--- src/hw/rtl/pas_pkg.sv ---
package pas_pkg;

    // Default widths of the tick timer and the ramp step counter
    localparam int PAS_TIMER_BITS = 20;
    localparam int PAS_RAMP_BITS  = 12;

    // Fixed field widths
    localparam int DAC_BITS   = 16;
    localparam int TICK_BITS  = 20;
    localparam int STEPS_BITS = 12;
    localparam int CFG_BITS   = 20;
    localparam int CFG_ADDR_BITS = 3;

    // Configuration register indexes
    localparam logic [CFG_ADDR_BITS-1:0] REG_SETTLE   = 3'd0;
    localparam logic [CFG_ADDR_BITS-1:0] REG_MOTOR_ON = 3'd1;
    localparam logic [CFG_ADDR_BITS-1:0] REG_WAIT     = 3'd2;
    localparam logic [CFG_ADDR_BITS-1:0] REG_STEPS    = 3'd3;
    localparam logic [CFG_ADDR_BITS-1:0] REG_MIN      = 3'd4;
    localparam logic [CFG_ADDR_BITS-1:0] REG_MAX      = 3'd5;
    localparam logic [CFG_ADDR_BITS-1:0] REG_SETPOINT = 3'd6;

    // Configuration reset values
    localparam logic [TICK_BITS-1:0]  RST_SETTLE   = 20'd100;
    localparam logic [TICK_BITS-1:0]  RST_MOTOR_ON = 20'd1000;
    localparam logic [TICK_BITS-1:0]  RST_WAIT     = 20'd1000;
    localparam logic [STEPS_BITS-1:0] RST_STEPS    = 12'd100;
    localparam logic [DAC_BITS-1:0]   RST_MIN      = 16'd0;
    localparam logic [DAC_BITS-1:0]   RST_MAX      = 16'd65535;
    localparam logic [DAC_BITS-1:0]   RST_SETPOINT = 16'd32768;

    // Input item kinds
    typedef enum logic [1:0] {
        MODE_TICK  = 2'd0,
        MODE_START = 2'd1,
        MODE_STOP  = 2'd2,
        MODE_NONE  = 2'd3
    } mode_t;

    // Finish causes
    typedef enum logic [1:0] {
        CAUSE_BASE = 2'd0,
        CAUSE_RAMP = 2'd1,
        CAUSE_STOP = 2'd2
    } cause_t;

    // Jump conditions of a microstep
    typedef enum logic [2:0] {
        C_NONE,
        C_DIV_DONE,
        C_STOP,
        C_MOTOR_ZERO,
        C_WAIT_ZERO,
        C_LE_SP,
        C_LT_SP,
        C_RAMP_MORE
    } cond_t;

    // Datapath operations of a microstep
    typedef enum logic [3:0] {
        OP_NOP,
        OP_DIV_START,
        OP_LATCH,
        OP_CYCLE,
        OP_MOTOR_ON,
        OP_MOTOR_OFF,
        OP_LOAD_WAIT,
        OP_RAMP_FIRST,
        OP_RAMP_NEXT,
        OP_RAMP_CLEAR,
        OP_FINISH
    } op_t;

    typedef logic [4:0] upc_t;

    // Program addresses
    localparam upc_t A_IDLE      = 5'd0;
    localparam upc_t A_DIV_INIT  = 5'd1;
    localparam upc_t A_DIV_ITER  = 5'd2;
    localparam upc_t A_DIV_DONE  = 5'd3;
    localparam upc_t A_CYCLE     = 5'd4;
    localparam upc_t A_BASE      = 5'd5;
    localparam upc_t A_MOTOR_GO  = 5'd6;
    localparam upc_t A_MOTOR     = 5'd7;
    localparam upc_t A_MOTOR_OFF = 5'd8;
    localparam upc_t A_FIN_BASE  = 5'd9;
    localparam upc_t A_FIN_STOP  = 5'd10;
    localparam upc_t A_BASE_CHK  = 5'd11;
    localparam upc_t A_WAIT_CHK  = 5'd12;
    localparam upc_t A_WAIT      = 5'd13;
    localparam upc_t A_RAMP_GO   = 5'd14;
    localparam upc_t A_RAMP      = 5'd15;
    localparam upc_t A_RAMP_CHK  = 5'd16;
    localparam upc_t A_FIN_RAMP  = 5'd17;
    localparam upc_t A_RAMP_END  = 5'd18;
    localparam upc_t A_RAMP_NEXT = 5'd19;

    // One control word. Accept steps wait for an item; on a timed step, a tick
    // whose timer expires jumps to t_addr. Other steps jump to t_addr when
    // cond holds, else run op and go to f_addr.
    typedef struct packed {
        logic   accept;
        logic   start_ok;
        logic   timed;
        logic   emit_tick;
        logic   emit_expire;
        cond_t  cond;
        op_t    op;
        cause_t cause;
        upc_t   t_addr;
        upc_t   f_addr;
    } ctrl_t;

    // Microprogram
    function automatic ctrl_t pas_rom(input upc_t a);
        ctrl_t c;
        c = '0;
        c.cond   = C_NONE;
        c.op     = OP_NOP;
        c.cause  = CAUSE_BASE;
        c.t_addr = A_IDLE;
        c.f_addr = A_IDLE;
        case (a)
            A_IDLE:
            begin
                c.accept = 1'b1;
                c.start_ok = 1'b1;
            end
            A_DIV_INIT:
            begin
                c.op = OP_DIV_START;
                c.f_addr = A_DIV_ITER;
            end
            A_DIV_ITER:
            begin
                c.cond = C_DIV_DONE;
                c.t_addr = A_DIV_DONE;
                c.f_addr = A_DIV_ITER;
            end
            A_DIV_DONE:
            begin
                c.op = OP_LATCH;
                c.f_addr = A_CYCLE;
            end
            A_CYCLE:
            begin
                c.cond = C_STOP;
                c.t_addr = A_FIN_STOP;
                c.op = OP_CYCLE;
                c.f_addr = A_BASE;
            end
            A_BASE:
            begin
                c.accept = 1'b1;
                c.timed = 1'b1;
                c.t_addr = A_BASE_CHK;
            end
            A_BASE_CHK:
            begin
                c.cond = C_LE_SP;
                c.t_addr = A_FIN_BASE;
                c.f_addr = A_MOTOR_GO;
            end
            A_MOTOR_GO:
            begin
                c.cond = C_MOTOR_ZERO;
                c.t_addr = A_MOTOR_OFF;
                c.op = OP_MOTOR_ON;
                c.f_addr = A_MOTOR;
            end
            A_MOTOR:
            begin
                c.accept = 1'b1;
                c.timed = 1'b1;
                c.emit_tick = 1'b1;
                c.t_addr = A_MOTOR_OFF;
            end
            A_MOTOR_OFF:
            begin
                c.op = OP_MOTOR_OFF;
                c.f_addr = A_WAIT_CHK;
            end
            A_WAIT_CHK:
            begin
                c.cond = C_WAIT_ZERO;
                c.t_addr = A_RAMP_GO;
                c.op = OP_LOAD_WAIT;
                c.f_addr = A_WAIT;
            end
            A_WAIT:
            begin
                c.accept = 1'b1;
                c.timed = 1'b1;
                c.t_addr = A_RAMP_GO;
            end
            A_RAMP_GO:
            begin
                c.op = OP_RAMP_FIRST;
                c.f_addr = A_RAMP;
            end
            A_RAMP:
            begin
                c.accept = 1'b1;
                c.timed = 1'b1;
                c.emit_expire = 1'b1;
                c.t_addr = A_RAMP_CHK;
            end
            A_RAMP_CHK:
            begin
                c.cond = C_LT_SP;
                c.t_addr = A_FIN_RAMP;
                c.f_addr = A_RAMP_END;
            end
            A_RAMP_END:
            begin
                c.cond = C_RAMP_MORE;
                c.t_addr = A_RAMP_NEXT;
                c.op = OP_RAMP_CLEAR;
                c.f_addr = A_CYCLE;
            end
            A_RAMP_NEXT:
            begin
                c.op = OP_RAMP_NEXT;
                c.f_addr = A_RAMP;
            end
            A_FIN_BASE:
            begin
                c.op = OP_FINISH;
                c.cause = CAUSE_BASE;
                c.f_addr = A_IDLE;
            end
            A_FIN_RAMP:
            begin
                c.op = OP_FINISH;
                c.cause = CAUSE_RAMP;
                c.f_addr = A_IDLE;
            end
            A_FIN_STOP:
            begin
                c.op = OP_FINISH;
                c.cause = CAUSE_STOP;
                c.f_addr = A_IDLE;
            end
            default:
            begin
                c.f_addr = A_IDLE;
            end
        endcase
        return c;
    endfunction

endpackage

--- src/hw/rtl/pas_div.sv ---
module pas_div
    import pas_pkg::*;
#(
    parameter int DIV_BITS = PAS_RAMP_BITS
)
(
    input  logic                clk,
    input  logic                rst_n,
    input  logic                start,
    input  logic [DAC_BITS-1:0] dividend,
    input  logic                neg,
    input  logic [DIV_BITS-1:0] divisor,
    output logic                busy,
    output logic [DAC_BITS-1:0] quot
);

    localparam int CNT_BITS = $clog2(DAC_BITS + 1);

    logic [CNT_BITS-1:0] cnt_reg, cnt_next;
    logic [DIV_BITS-1:0] rem_reg, rem_next;
    logic [DAC_BITS-1:0] quo_reg, quo_next;
    logic [DIV_BITS-1:0] dvs_reg, dvs_next;
    logic                neg_reg, neg_next;
    logic [DIV_BITS:0]   trial;

    // One restoring quotient bit per cycle, dividend shifted in from the top
    always_comb
    begin
        cnt_next = cnt_reg;
        rem_next = rem_reg;
        quo_next = quo_reg;
        dvs_next = dvs_reg;
        neg_next = neg_reg;
        trial    = {rem_reg, quo_reg[DAC_BITS-1]};
        if (start)
        begin
            cnt_next = CNT_BITS'(DAC_BITS);
            rem_next = '0;
            quo_next = dividend;
            dvs_next = divisor;
            neg_next = neg;
        end
        else if (cnt_reg != '0)
        begin
            cnt_next = cnt_reg - 1'b1;
            if (trial >= {1'b0, dvs_reg})
            begin
                rem_next = DIV_BITS'(trial - {1'b0, dvs_reg});
                quo_next = {quo_reg[DAC_BITS-2:0], 1'b1};
            end
            else
            begin
                rem_next = DIV_BITS'(trial);
                quo_next = {quo_reg[DAC_BITS-2:0], 1'b0};
            end
        end
    end

    always_ff @(posedge clk or negedge rst_n)
    begin
        if (!rst_n)
        begin
            cnt_reg <= '0;
        end
        else
        begin
            cnt_reg <= cnt_next;
        end
    end

    always_ff @(posedge clk)
    begin
        rem_reg <= rem_next;
        quo_reg <= quo_next;
        dvs_reg <= dvs_next;
        neg_reg <= neg_next;
    end

    // Truncate toward zero: negate the magnitude quotient, wrapped to 16 bits
    assign busy = (cnt_reg != '0);
    assign quot = neg_reg ? DAC_BITS'(-quo_reg) : quo_reg;

endmodule

--- src/hw/rtl/probe_approach_sequencer.sv ---
// Channel  | Direction | tdata                          | tuser        | tlast
// s_axis   | in        | sample[15:0]                   | mode[1:0]    | -
// m_axis   | out       | dac_level, motor_enable,       | sample_valid | finished
//          |           | sample_out, running, cause     |              |
// cfg      | in        | cfg_we / cfg_addr / cfg_wdata, write only         |
//
// A tick that changes no phase runs no microstep; a tick that ends a phase runs
// one to five microsteps of the control program before its result is posted.
// A start item first runs the 16-step serial divider that forms the ramp
// increment. rst_n clears the program counter, the approach state and the
// configuration registers to their defaults. A stalled output holds the next
// item off until the pending transaction is taken.
module probe_approach_sequencer
    import pas_pkg::*;
#(
    parameter int TIMER_BITS = PAS_TIMER_BITS,
    parameter int RAMP_BITS  = PAS_RAMP_BITS
)
(
    input  logic                     clk,
    input  logic                     rst_n,

    input  logic                     cfg_we,
    input  logic [CFG_ADDR_BITS-1:0] cfg_addr,
    input  logic [CFG_BITS-1:0]      cfg_wdata,

    input  logic                     s_tvalid,
    output logic                     s_tready,
    input  logic [15:0]              s_tdata,  // sample[15:0]
    input  logic [1:0]               s_tuser,  // mode[1:0]

    output logic                     m_tvalid,
    input  logic                     m_tready,
    output logic [39:0]              m_tdata,  // dac_level[15:0], motor_enable[16],
                                               // sample_out[32:17], running[33],
                                               // finish_cause[35:34], zero[39:36]
    output logic                     m_tuser,  // sample_valid
    output logic                     m_tlast   // finished
);

    typedef logic [TIMER_BITS-1:0] tim_t;
    typedef logic [RAMP_BITS-1:0]  ridx_t;

    // Configuration registers
    logic [TICK_BITS-1:0]  settle_reg, motor_on_reg, wait_reg;
    logic [STEPS_BITS-1:0] steps_reg;
    logic [DAC_BITS-1:0]   min_reg, max_reg, setpoint_reg;

    // Sequencer and datapath state
    upc_t                upc_reg, upc_next;
    tim_t                timer_reg, timer_next;
    ridx_t               ridx_reg, ridx_next;
    logic [DAC_BITS-1:0] step_reg, step_next;
    logic                stop_reg, stop_next;
    logic [DAC_BITS-1:0] dac_reg, dac_next;
    logic                motor_reg, motor_next;
    logic [DAC_BITS-1:0] smp_reg, smp_next;
    logic                emit_reg, emit_next;
    logic                fin_reg, fin_next;
    cause_t              cause_reg, cause_next;

    // Output register
    logic                m_valid_reg, m_valid_next;
    logic [39:0]         m_data_reg;
    logic                m_user_reg, m_last_reg;

    ctrl_t               cw;
    logic                accept;
    logic                cond_hit;
    logic                push;
    mode_t               mode;
    tim_t                settle_eff, motor_eff, wait_eff;
    ridx_t               steps_eff, steps_raw;
    logic [DAC_BITS:0]   diff;
    logic [DAC_BITS-1:0] diff_mag;
    logic                div_start, div_busy;
    logic [DAC_BITS-1:0] div_quot;

    // Write configuration
    always_ff @(posedge clk or negedge rst_n)
    begin
        if (!rst_n)
        begin
            settle_reg   <= RST_SETTLE;
            motor_on_reg <= RST_MOTOR_ON;
            wait_reg     <= RST_WAIT;
            steps_reg    <= RST_STEPS;
            min_reg      <= RST_MIN;
            max_reg      <= RST_MAX;
            setpoint_reg <= RST_SETPOINT;
        end
        else if (cfg_we)
        begin
            case (cfg_addr)
                REG_SETTLE:   settle_reg   <= cfg_wdata[TICK_BITS-1:0];
                REG_MOTOR_ON: motor_on_reg <= cfg_wdata[TICK_BITS-1:0];
                REG_WAIT:     wait_reg     <= cfg_wdata[TICK_BITS-1:0];
                REG_STEPS:    steps_reg    <= cfg_wdata[STEPS_BITS-1:0];
                REG_MIN:      min_reg      <= cfg_wdata[DAC_BITS-1:0];
                REG_MAX:      max_reg      <= cfg_wdata[DAC_BITS-1:0];
                REG_SETPOINT: setpoint_reg <= cfg_wdata[DAC_BITS-1:0];
                default:      ;
            endcase
        end
    end

    // Effective register values: zero settle and zero steps act as one
    assign motor_eff  = tim_t'(motor_on_reg);
    assign wait_eff   = tim_t'(wait_reg);
    assign settle_eff = (tim_t'(settle_reg) == '0) ? tim_t'(1) : tim_t'(settle_reg);
    assign steps_raw  = ridx_t'(steps_reg);
    assign steps_eff  = (steps_raw == '0) ? ridx_t'(1) : steps_raw;

    // Span of the ramp, split into sign and magnitude for the divider
    assign diff     = {1'b0, max_reg} - {1'b0, min_reg};
    assign diff_mag = diff[DAC_BITS] ? DAC_BITS'(-diff) : diff[DAC_BITS-1:0];

    pas_div #(
        .DIV_BITS (RAMP_BITS)
    ) u_div (
        .clk      (clk),
        .rst_n    (rst_n),
        .start    (div_start),
        .dividend (diff_mag),
        .neg      (diff[DAC_BITS]),
        .divisor  (steps_eff),
        .busy     (div_busy),
        .quot     (div_quot)
    );

    // Fetch the control word of the current step
    assign cw       = pas_rom(upc_reg);
    assign s_tready = cw.accept && (!m_valid_reg || m_tready);
    assign accept   = s_tvalid && s_tready;
    assign mode     = mode_t'(s_tuser);

    // Evaluate the jump condition
    always_comb
    begin
        case (cw.cond)
            C_DIV_DONE:   cond_hit = !div_busy;
            C_STOP:       cond_hit = stop_reg;
            C_MOTOR_ZERO: cond_hit = (motor_eff == '0);
            C_WAIT_ZERO:  cond_hit = (wait_eff == '0);
            C_LE_SP:      cond_hit = (smp_reg <= setpoint_reg);
            C_LT_SP:      cond_hit = (smp_reg < setpoint_reg);
            C_RAMP_MORE:  cond_hit = (ridx_reg < steps_eff);
            default:      cond_hit = 1'b0;
        endcase
    end

    // Dispatch items on accept steps, run the datapath on the others
    always_comb
    begin
        upc_next   = upc_reg;
        timer_next = timer_reg;
        ridx_next  = ridx_reg;
        step_next  = step_reg;
        stop_next  = stop_reg;
        dac_next   = dac_reg;
        motor_next = motor_reg;
        smp_next   = smp_reg;
        emit_next  = emit_reg;
        fin_next   = fin_reg;
        cause_next = cause_reg;
        div_start  = 1'b0;

        if (cw.accept)
        begin
            if (accept)
            begin
                smp_next   = s_tdata;
                emit_next  = 1'b0;
                fin_next   = 1'b0;
                cause_next = CAUSE_BASE;
                case (mode)
                    MODE_START:
                    begin
                        if (cw.start_ok)
                        begin
                            upc_next = A_DIV_INIT;
                        end
                    end
                    MODE_STOP:
                    begin
                        if (upc_reg != A_IDLE)
                        begin
                            stop_next = 1'b1;
                        end
                    end
                    MODE_TICK:
                    begin
                        if (cw.timed)
                        begin
                            emit_next = cw.emit_tick;
                            if (timer_reg > tim_t'(1))
                            begin
                                timer_next = timer_reg - 1'b1;
                            end
                            else
                            begin
                                upc_next  = cw.t_addr;
                                emit_next = cw.emit_tick || cw.emit_expire;
                            end
                        end
                    end
                    default: ;
                endcase
            end
        end
        else if (cond_hit)
        begin
            upc_next = cw.t_addr;
        end
        else
        begin
            upc_next = cw.f_addr;
            case (cw.op)
                OP_DIV_START:
                begin
                    div_start = 1'b1;
                end
                OP_LATCH:
                begin
                    step_next  = div_quot;
                    stop_next  = 1'b0;
                    ridx_next  = '0;
                    motor_next = 1'b0;
                end
                OP_CYCLE:
                begin
                    dac_next   = min_reg;
                    timer_next = settle_eff;
                end
                OP_MOTOR_ON:
                begin
                    motor_next = 1'b1;
                    timer_next = motor_eff;
                end
                OP_MOTOR_OFF:
                begin
                    motor_next = 1'b0;
                end
                OP_LOAD_WAIT:
                begin
                    timer_next = wait_eff;
                end
                OP_RAMP_FIRST:
                begin
                    ridx_next  = ridx_t'(1);
                    dac_next   = dac_reg + step_reg;
                    timer_next = settle_eff;
                end
                OP_RAMP_NEXT:
                begin
                    ridx_next  = ridx_reg + 1'b1;
                    dac_next   = dac_reg + step_reg;
                    timer_next = settle_eff;
                end
                OP_RAMP_CLEAR:
                begin
                    ridx_next = '0;
                end
                OP_FINISH:
                begin
                    motor_next = 1'b0;
                    dac_next   = '0;
                    timer_next = '0;
                    ridx_next  = '0;
                    stop_next  = 1'b0;
                    fin_next   = 1'b1;
                    cause_next = cw.cause;
                end
                default: ;
            endcase
        end
    end

    // Post the result once the program is back at a step that takes items
    assign push = (accept || !cw.accept) && pas_rom(upc_next).accept;

    always_comb
    begin
        m_valid_next = m_valid_reg;
        if (push)
        begin
            m_valid_next = 1'b1;
        end
        else if (m_tready)
        begin
            m_valid_next = 1'b0;
        end
    end

    always_ff @(posedge clk or negedge rst_n)
    begin
        if (!rst_n)
        begin
            upc_reg     <= A_IDLE;
            timer_reg   <= '0;
            ridx_reg    <= '0;
            step_reg    <= '0;
            stop_reg    <= 1'b0;
            dac_reg     <= '0;
            motor_reg   <= 1'b0;
            emit_reg    <= 1'b0;
            fin_reg     <= 1'b0;
            cause_reg   <= CAUSE_BASE;
            m_valid_reg <= 1'b0;
        end
        else
        begin
            upc_reg     <= upc_next;
            timer_reg   <= timer_next;
            ridx_reg    <= ridx_next;
            step_reg    <= step_next;
            stop_reg    <= stop_next;
            dac_reg     <= dac_next;
            motor_reg   <= motor_next;
            emit_reg    <= emit_next;
            fin_reg     <= fin_next;
            cause_reg   <= cause_next;
            m_valid_reg <= m_valid_next;
        end
    end

    // Hold the sample of the item in flight
    always_ff @(posedge clk)
    begin
        smp_reg <= smp_next;
    end

    // Load the output transaction
    always_ff @(posedge clk)
    begin
        if (push)
        begin
            m_data_reg <= {4'b0000,
                           cause_next,
                           (upc_next != A_IDLE),
                           (emit_next ? smp_next : {DAC_BITS{1'b0}}),
                           motor_next,
                           dac_next};
            m_user_reg <= emit_next;
            m_last_reg <= fin_next;
        end
    end

    assign m_tvalid = m_valid_reg;
    assign m_tdata  = m_data_reg;
    assign m_tuser  = m_user_reg;
    assign m_tlast  = m_last_reg;

endmodule
--- config.mk ---
export PLATFORM = sky130hd
export DESIGN_NAME = probe_approach_sequencer
export DESIGN_NICKNAME = d
export VERILOG_FILES = /design/src/hw/rtl/pas_pkg.sv /design/src/hw/rtl/pas_div.sv /design/src/hw/rtl/probe_approach_sequencer.sv
export SDC_FILE = /design/constraint.sdc
export NUM_CORES = 1
export LEC_CHECK = 0
export ABC_AREA = 1
export BUFFER_PORTS_ARGS = -buffer_cell sky130_fd_sc_hd__buf_2
export CORE_UTILIZATION = 32
export DETAILED_ROUTE_END_ITERATION = 10
export PLACE_DENSITY = 0.49
export SLEW_MARGIN = 30
export SYNTH_ARGS = -nofsm -noshare
export SYNTH_HDL_FRONTEND = slang
export SYNTH_SLANG_ARGS = --single-unit
--- constraint.sdc ---
create_clock -name clk -period 4 [get_ports clk]
set_clock_uncertainty 0.05 [all_clocks]
set_input_delay 0.4 -clock clk [delete_from_list [all_inputs] [get_ports clk]]
set_output_delay 0.4 -clock clk [all_outputs]
set_load 0.1 [all_outputs]
==> summary.md, run 1 <==
Placement
* final weighted congestion in routability-driven placement: 0.841
* PortBufs: 85
* Final HPWL DP: 33500 um
* Post-Place Worst Slack: 0.635 ns

Finish
* max FFs per register: 36
* share of cells above drive strength 1: 15.3%
* area added between synthesis and finish: 14.5%
* commonest cells after routing, fill and taps aside: sky130_fd_sc_hd__nand2_1, sky130_fd_sc_hd__o21ai_0, sky130_fd_sc_hd__inv_1
* count of nets after finishing: 2153
* fill cell instance count of the final layout: 5155
* most common cell after layout, fill and taps aside: sky130_fd_sc_hd__nand2_1

Global route
* first-pass GRT wire length: 73100 um
* total routing usage reported by global routing: 17.7%
* Congestion Overflow GR: 0
* pin count of the biggest net entering global routing: 83
* number of antenna violations at the first check in global routing: 6
* vias in the first global route: 13100

Detailed routing
* met2 wire length: 21100 um
* highest routing layer actually used: met4
* average vias per placed instance: 4.81
* Pre-antenna DRT Iters: 5
* routed metal-1 wire length: 21900 um
* number of vias after detailed routing: 13100
* average detailed-routed wire length per instance: 16.7 um
* wirelength, routed: 45600 um
* met3 WL: 1730 um
* Iteration-0 DRC Markers: 799
* Final ANT Viol Nets: 0
* number of DRC violations after detailed routing: 0

Critical path
* classification of the worst setup path: register to register
* Data required, critical path: 4.44 ns
* critical path peak fanout: 40
* critical path startpoint category: register
* Data arrival, critical path: 3.81 ns
* nature of the critical path endpoint: register

Floorplanning
* area of the die: 0.0522 mm2
* core region area: 0.0504 mm2
* Chip Width: 228 um
* number of I/O pins: 90
* floorplan die height: 228 um
* starting density of the core: 32.6%
* Row Count: 82

Clocking
* # Post-CTS Setup Buffers: 0
* clock sink count: 296
* CTS root buffer: sky130_fd_sc_hd__clkbuf_16
* worst-skew pair later-pin latency: 0.57 ns
* number of H-tree levels: 2
* number of buffers added by the clock tree synthesis step: 38
* hold bufs inserted after CTS: 5
* clock-pin transition on the worst setup and hold timing paths: 0.06 ns
* cts repair resizes: 0
* maximum clock path buffer count: 3
* CTS tree: built

Timing
* RSZ-0062 raised after global routing: false
* minimum period implied by the final worst setup slack: 3.37 ns
* maximum frequency from static timing analysis: 0.297 GHz
* worst-case setup margin in the final layout: 0.634 ns
* Tightest Pin Transition: 0.944 ns
* setup-violating endpoint count in the final report: 0
* Hold Vio Cnt, Final: 0
* share of the clock period used by the worst path: 84.2%
* minimum hold slack: 0.0237 ns
* setup tns final: 0 ns
* max-slew headroom at the worst pin: 37.0%
* count of pins over their slew limit: 0

Status
* run status: completed

Synthesis
* post-synthesis async set-or-reset flop share: 67.9%
* number of flops mapped to enable cells by yosys: 67
* post-synthesis average cell area: 8.42 um2
* synth warn: 0
* cells after synthesis: 1949
* post-synth design cell area: 0.0164 mm2
* Yosys cell types: 67
* dominant register cell in the synthesized netlist: sky130_fd_sc_hd__dfrtp_1
* share of synthesized area occupied by flip-flops and latches: 46.6%
* post-synthesis register bit count: 296

Run
* # Max-Cap Violations: 0

Min path
* Hold Crit Class: input port to register

Power
* VDD IR max: 705 uV
* power per cell area: 903 mW/mm2
* P_leak: 0.00883 uW

-- per-stage QoR --
step	std cells	power, uW	util [%]	cell area [um2]
6_report	2732	17000	37.3	18800
5_1_grt	2730	18300	37.3	18800
4_1_cts	2730	17200	37.3	18800
3_5_place_dp	2655	13700	34.7	17500
3_3_place_gp	2655	13600	34.7	17500
2_1_floorplan	1952	11800	-	16400
-- power by group --
group	switching, uW	internal, uW	total [uW]	leakage (uW)
Clock	1400	1980	3370	0.000599
Combinational	5860	2480	8340	0.00486
Sequential	771	4480	5250	0.00337
Total	8030	8930	17000	0.00883
-- worst paths after layout --
path                                        start                 to  slack (ns)  cells past startpoint
worst max-delay path                   upc_reg[4]       timer_reg[5]        0.63                     16
worst min-delay path                  s_tdata[12]        smp_reg[12]        0.02                      3
worst max register to register         upc_reg[4]       timer_reg[5]        0.63                     16
worst min register to register  u_div.rem_reg[11]  u_div.rem_reg[11]        0.41                      2
max in group asynchronous                   rst_n   setpoint_reg[15]        2.52                      3
min in group asynchronous                   rst_n   u_div.cnt_reg[2]        0.41                      2
-- per-layer routing --
| metal | GRT usage [%] | up-vias |
|---|---|---|
| met2 | 29.1 | 212 |
| met1 | 24.2 | 6275 |
| met3 | 2.52 | 59 |
| li1 | - | 6595 |
| met4 | 5.03 | 0 |
| met5 | 0 | - |
-- cell usage after synthesis, types with 3 or more instances --
cell type	n	area [um2]
sky130_fd_sc_hd__inv_1	207	777
sky130_fd_sc_hd__dfstp_2	35	920
sky130_fd_sc_hd__o211ai_1	3	22.5
sky130_fd_sc_hd__buf_4	6	45.0
sky130_fd_sc_hd__nand3_1	63	315
sky130_fd_sc_hd__dfrtp_1	166	4150
sky130_fd_sc_hd__nor2_1	125	469
sky130_fd_sc_hd__clkbuf_1	51	191
sky130_fd_sc_hd__nand3b_1	5	37.5
sky130_fd_sc_hd__o21ai_2	21	184
sky130_fd_sc_hd__a31oi_1	3	18.8
sky130_fd_sc_hd__nor4_1	14	87.6
sky130_fd_sc_hd__nor2_2	5	31.3
sky130_fd_sc_hd__buf_6	6	67.6
sky130_fd_sc_hd__nor3_1	26	130
sky130_fd_sc_hd__a21oi_1	84	420
sky130_fd_sc_hd__o31ai_1	3	22.5
sky130_fd_sc_hd__nand2_1	468	1760
sky130_fd_sc_hd__o32ai_1	4	35.0
sky130_fd_sc_hd__inv_2	13	48.8
sky130_fd_sc_hd__nand4_1	23	144
sky130_fd_sc_hd__nand2_2	29	181
sky130_fd_sc_hd__mux2_2	8	90.1
sky130_fd_sc_hd__nand2_4	4	45.0
sky130_fd_sc_hd__a22oi_1	7	52.6
sky130_fd_sc_hd__fa_1	3	60.1
sky130_fd_sc_hd__o21bai_1	5	37.5
sky130_fd_sc_hd__a2bb2oi_1	6	52.6
sky130_fd_sc_hd__o21ai_1	8	40.0
sky130_fd_sc_hd__xnor2_1	18	158
sky130_fd_sc_hd__o22ai_1	7	43.8
sky130_fd_sc_hd__ha_1	76	951
sky130_fd_sc_hd__nor2_4	8	90.1
sky130_fd_sc_hd__a21boi_0	18	135
sky130_fd_sc_hd__or2_2	7	43.8
sky130_fd_sc_hd__inv_4	3	18.8
sky130_fd_sc_hd__dfxtp_1	28	561
sky130_fd_sc_hd__xor2_1	51	447
sky130_fd_sc_hd__buf_2	7	35.0
sky130_fd_sc_hd__clkinv_1	3	11.3
sky130_fd_sc_hd__edfxtp_1	67	2010
sky130_fd_sc_hd__o21ai_0	221	1110
-- critical path, stage by stage, from the launching register on --
cell	delay, ns
sky130_fd_sc_hd__dfrtp_1	0.54
sky130_fd_sc_hd__nor2_4	0.09
sky130_fd_sc_hd__inv_2	0.07
sky130_fd_sc_hd__nor2_1	0.04
sky130_fd_sc_hd__inv_2	0.09
sky130_fd_sc_hd__nor2_1	0.07
sky130_fd_sc_hd__inv_2	0.09
sky130_fd_sc_hd__nand2_8	0.10
sky130_fd_sc_hd__nor2_4	0.12
sky130_fd_sc_hd__inv_4	0.12
sky130_fd_sc_hd__nor2_8	0.15
sky130_fd_sc_hd__inv_2	0.04
sky130_fd_sc_hd__nor2_2	0.71
sky130_fd_sc_hd__a32o_2	0.30
sky130_fd_sc_hd__buf_4	0.51
sky130_fd_sc_hd__nand2_2	0.09
sky130_fd_sc_hd__o21ai_2	0.08
-- cell families (layout without fill, tap and decap cells) --
kind of cell,count (synthesis),in the layout,synth area share [%]
AOI/OAI and AO/OA,404,404,14.1
xor gates and xnor gates,69,69,3.68
adders and majority gates,79,79,6.16
buffers and inverters,297,403,7.31
DFF,296,296,46.6
muxes,8,8,0.549
other,1,6,0.0229
and+or+nand+nor,795,795,21.6
-- final cells by class --
cell class / count / area, um2 / area share [%]
sequential: 296 / 7650 / 40.7
inverter: 227 / 861 / 4.58
antenna: 2 / 5.00 / 0.0267
timing repair buffer: 106 / 629 / 3.35
clock buffer: 53 / 1050 / 5.58
clock inverter: 17 / 168 / 0.893
multi-input combinational: 1359 / 7580 / 40.4
tap: 672 / 841 / 4.48
(Power assumes the default switching activity.)
==> run 2: changes to the inputs <==
--- a/config.mk
+++ b/config.mk
@@ -9,7 +9,7 @@
 export BUFFER_PORTS_ARGS = -buffer_cell sky130_fd_sc_hd__buf_2
 export CORE_UTILIZATION = 32
 export DETAILED_ROUTE_END_ITERATION = 10
-export PLACE_DENSITY = 0.49
+export PLACE_DENSITY = 0.51
 export SLEW_MARGIN = 30
 export SYNTH_ARGS = -nofsm -noshare
 export SYNTH_HDL_FRONTEND = slang
==> constraint.sdc (replaced) <==
create_clock -name clk -period 2.9 [get_ports clk]
set_clock_uncertainty 0.05 [all_clocks]
set_input_delay 0.29 -clock clk [delete_from_list [all_inputs] [get_ports clk]]
set_output_delay 0.29 -clock clk [all_outputs]
set_load 0.1 [all_outputs]
==> run 2 against run 1 <==
Compared with the run above:
- the run now ends with setup timing left
- flip-flop and latch count stayed put
- non-clock buffer count is 186 higher
- sequential power is 37% higher
- global-route usage rose by 0.62 points
- core utilization increased by 4.8 points
- worst setup slack worse by 0.82 ns
- via count up 6.1%
- sequential share of layout area is 4.6 points lower
==> summary.md, run 2 (synthesized netlist as in run 1, its figures left out) <==
Finish
* commonest cells after routing, fill and taps aside: sky130_fd_sc_hd__nand2_1, sky130_fd_sc_hd__o21ai_0, sky130_fd_sc_hd__inv_1
* count of nets after finishing: 2336
* area added between synthesis and finish: 29.3%
* most common cell after layout, fill and taps aside: sky130_fd_sc_hd__nand2_1
* Post-Layout Inst Area: 0.0212 mm2
* max FFs per register: 36
* fill cell instance count of the final layout: 4987
* antenna cell count: 0
* share of cells above drive strength 1: 25.8%

Timing
* share of the clock period used by the worst path: 106%
* worst-case setup margin in the final layout: -0.184 ns
* count of pins over their slew limit: 0
* setup-violating endpoint count in the final report: 67
* max-slew headroom at the worst pin: 61.7%
* minimum period implied by the final worst setup slack: 3.08 ns
* Tightest Pin Transition: 0.572 ns
* setup tns final: -7.17 ns
* Hold Vio Cnt, Final: 0
* maximum frequency from static timing analysis: 0.324 GHz
* RSZ-0062 raised after global routing: true

Floorplanning
* starting density of the core: 32.6%
* Row Count: 82
* area of the die: 0.0522 mm2
* core region area: 0.0504 mm2
* floorplan die height: 228 um
* Chip Width: 228 um
* number of I/O pins: 90

Detailed routing
* average detailed-routed wire length per instance: 16.4 um
* Pre-antenna DRT Iters: 6
* Iteration-0 DRC Markers: 938
* average vias per placed instance: 4.79
* number of DRC violations after detailed routing: 0
* number of vias after detailed routing: 13900
* wirelength, routed: 47800 um
* Final ANT Viol Nets: 0

Placement
* final weighted congestion in routability-driven placement: 0.884
* Final HPWL DP: 34400 um
* PortBufs: 85
* area of placed instances: 0.0186 mm2

Clocking
* maximum clock path buffer count: 3
* CTS tree: built
* clock sink count: 296
* worst-skew pair later-pin latency: 0.56 ns
* CTS root buffer: sky130_fd_sc_hd__clkbuf_16
* number of buffers added by the clock tree synthesis step: 35
* clock-pin transition on the worst setup and hold timing paths: 0.06 ns
* number of H-tree levels: 2

Power
* VDD IR max: 785 uV
* P_leak: 0.00999 uW
* power per cell area: 1280 mW/mm2
* total power: 27200 uW

Min path
* Hold Crit Class: input port to register

Critical path
* classification of the worst setup path: register to register
* Data required, critical path: 3.12 ns
* critical path peak fanout: 6
* Data arrival, critical path: 3.31 ns
* critical path startpoint category: register
* nature of the critical path endpoint: register
* worst-case register-to-register setup slack: -0.18 ns

Status
* violations in the final reports: setup timing
* run status: complete, but fails checks

Run
* # Max-Cap Violations: 0

Global route
* pin count of the biggest net entering global routing: 68
* first-pass GRT wire length: 75400 um
* vias in the first global route: 13600
* total routing usage reported by global routing: 18.4%
* Congestion Overflow GR: 0
* number of antenna violations at the first check in global routing: 1

==> run 2: cell types whose count changed in the layout (fill, tap and decap cells not counted), moves of 11 or more <==
| cell | change |
|---|---|
| sky130_fd_sc_hd__nand2_1 | -17 |
| sky130_fd_sc_hd__nand2_4 | +21 |
| sky130_fd_sc_hd__dlygate4sd3_1 | +17 |
| sky130_fd_sc_hd__buf_4 | +139 |
| sky130_fd_sc_hd__inv_1 | -14 |
| sky130_fd_sc_hd__inv_2 | +11 |
| sky130_fd_sc_hd__a21oi_1 | -14 |
| sky130_fd_sc_hd__buf_6 | +14 |
| sky130_fd_sc_hd__nor2_1 | -11 |
==> run 2: per-layer routing <==
layer  wire [um]  share of wire, %  up-vias  track usage (%)
met1       23200                49     6617             26.2
li1            -                 -     6969                -
met5           0                 0        -                0
met2       21300                45      291             28.7
met4         974               2.0        0             5.37
met3        2290               4.8       62             2.64
==> run 2: timing repair <==
action	4_1_cts	5_1_grt
buffers inserted	13	14
gates resized for setup	28	145
gates cloned	2	6
pin swaps	9	56
hold buffers	22	0
setup endpoints to repair	64	100
endpoints found under the hold margin	63	0
==> run 2: through the flow <==
step,hold slack [ns],utilization [%],worst slack (ns),cells
floorplan,-0.0556,-,-0.112,1952
finish,0.128,42.1,-0.184,2910
detailed placement,0.221,36.9,-0.158,2791
CTS,0.102,40.4,-0.144,2892
global route,0.143,42.1,-0.383,2910
global placement,0.226,36.9,-0.144,2791
==> run 2: worst paths after layout <==
kind	endpoint	start	cells past startpoint
max in group asynchronous	steps_raw[2]	rst_n	3
min in group asynchronous	u_div.cnt_reg[2]	rst_n	2
worst max-delay path	m_tdata[17]	steps_raw[6]	20
worst min-delay path	wait_eff[13]	cfg_wdata[13]	3
worst max register to register	m_tdata[17]	steps_raw[6]	20
worst min register to register	u_div.rem_reg[11]	u_div.rem_reg[11]	2
==> run 2: area by class of cell <==
| class | count | area (um2) | share of cell area, % |
|---|---|---|---|
| Clock inverter | 14 | 238 | 1.12 |
| Tap cell | 672 | 841 | 3.96 |
| Inverter | 227 | 877 | 4.14 |
| Multi-Input combinational cell | 1359 | 8210 | 38.7 |
| Timing Repair Buffer | 292 | 2370 | 11.2 |
| Sequential cell | 296 | 7650 | 36.1 |
| Clock buffer | 50 | 1020 | 4.83 |
==> run 2: worst max-delay path, cell delays in order, from the launching register on <==
cell,delay [ns]
sky130_fd_sc_hd__dfstp_2,0.54
sky130_fd_sc_hd__inv_2,0.05
sky130_fd_sc_hd__ha_4,0.21
sky130_fd_sc_hd__nand2_2,0.05
sky130_fd_sc_hd__inv_2,0.04
sky130_fd_sc_hd__nand3_1,0.06
sky130_fd_sc_hd__a31oi_1,0.09
sky130_fd_sc_hd__nor3b_1,0.19
sky130_fd_sc_hd__nand2_1,0.19
sky130_fd_sc_hd__nand2_2,0.13
sky130_fd_sc_hd__nand2_4,0.09
sky130_fd_sc_hd__buf_12,0.14
sky130_fd_sc_hd__nand3_4,0.06
sky130_fd_sc_hd__nand2_1,0.06
sky130_fd_sc_hd__nand2_2,0.08
sky130_fd_sc_hd__nand3_2,0.09
sky130_fd_sc_hd__o21ai_2,0.15
sky130_fd_sc_hd__nand2_2,0.09
sky130_fd_sc_hd__clkinvlp_4,0.14
sky130_fd_sc_hd__buf_4,0.15
sky130_fd_sc_hd__clkbuf_16,0.14
==> run 2: power breakdown <==
group / leakage [uW] / internal [uW] / switching (uW)
clock: 0.000620 / 3010 / 1850
sequential: 0.00336 / 6180 / 1020
combinational: 0.00601 / 5840 / 9330
total: 0.00999 / 15000 / 12200
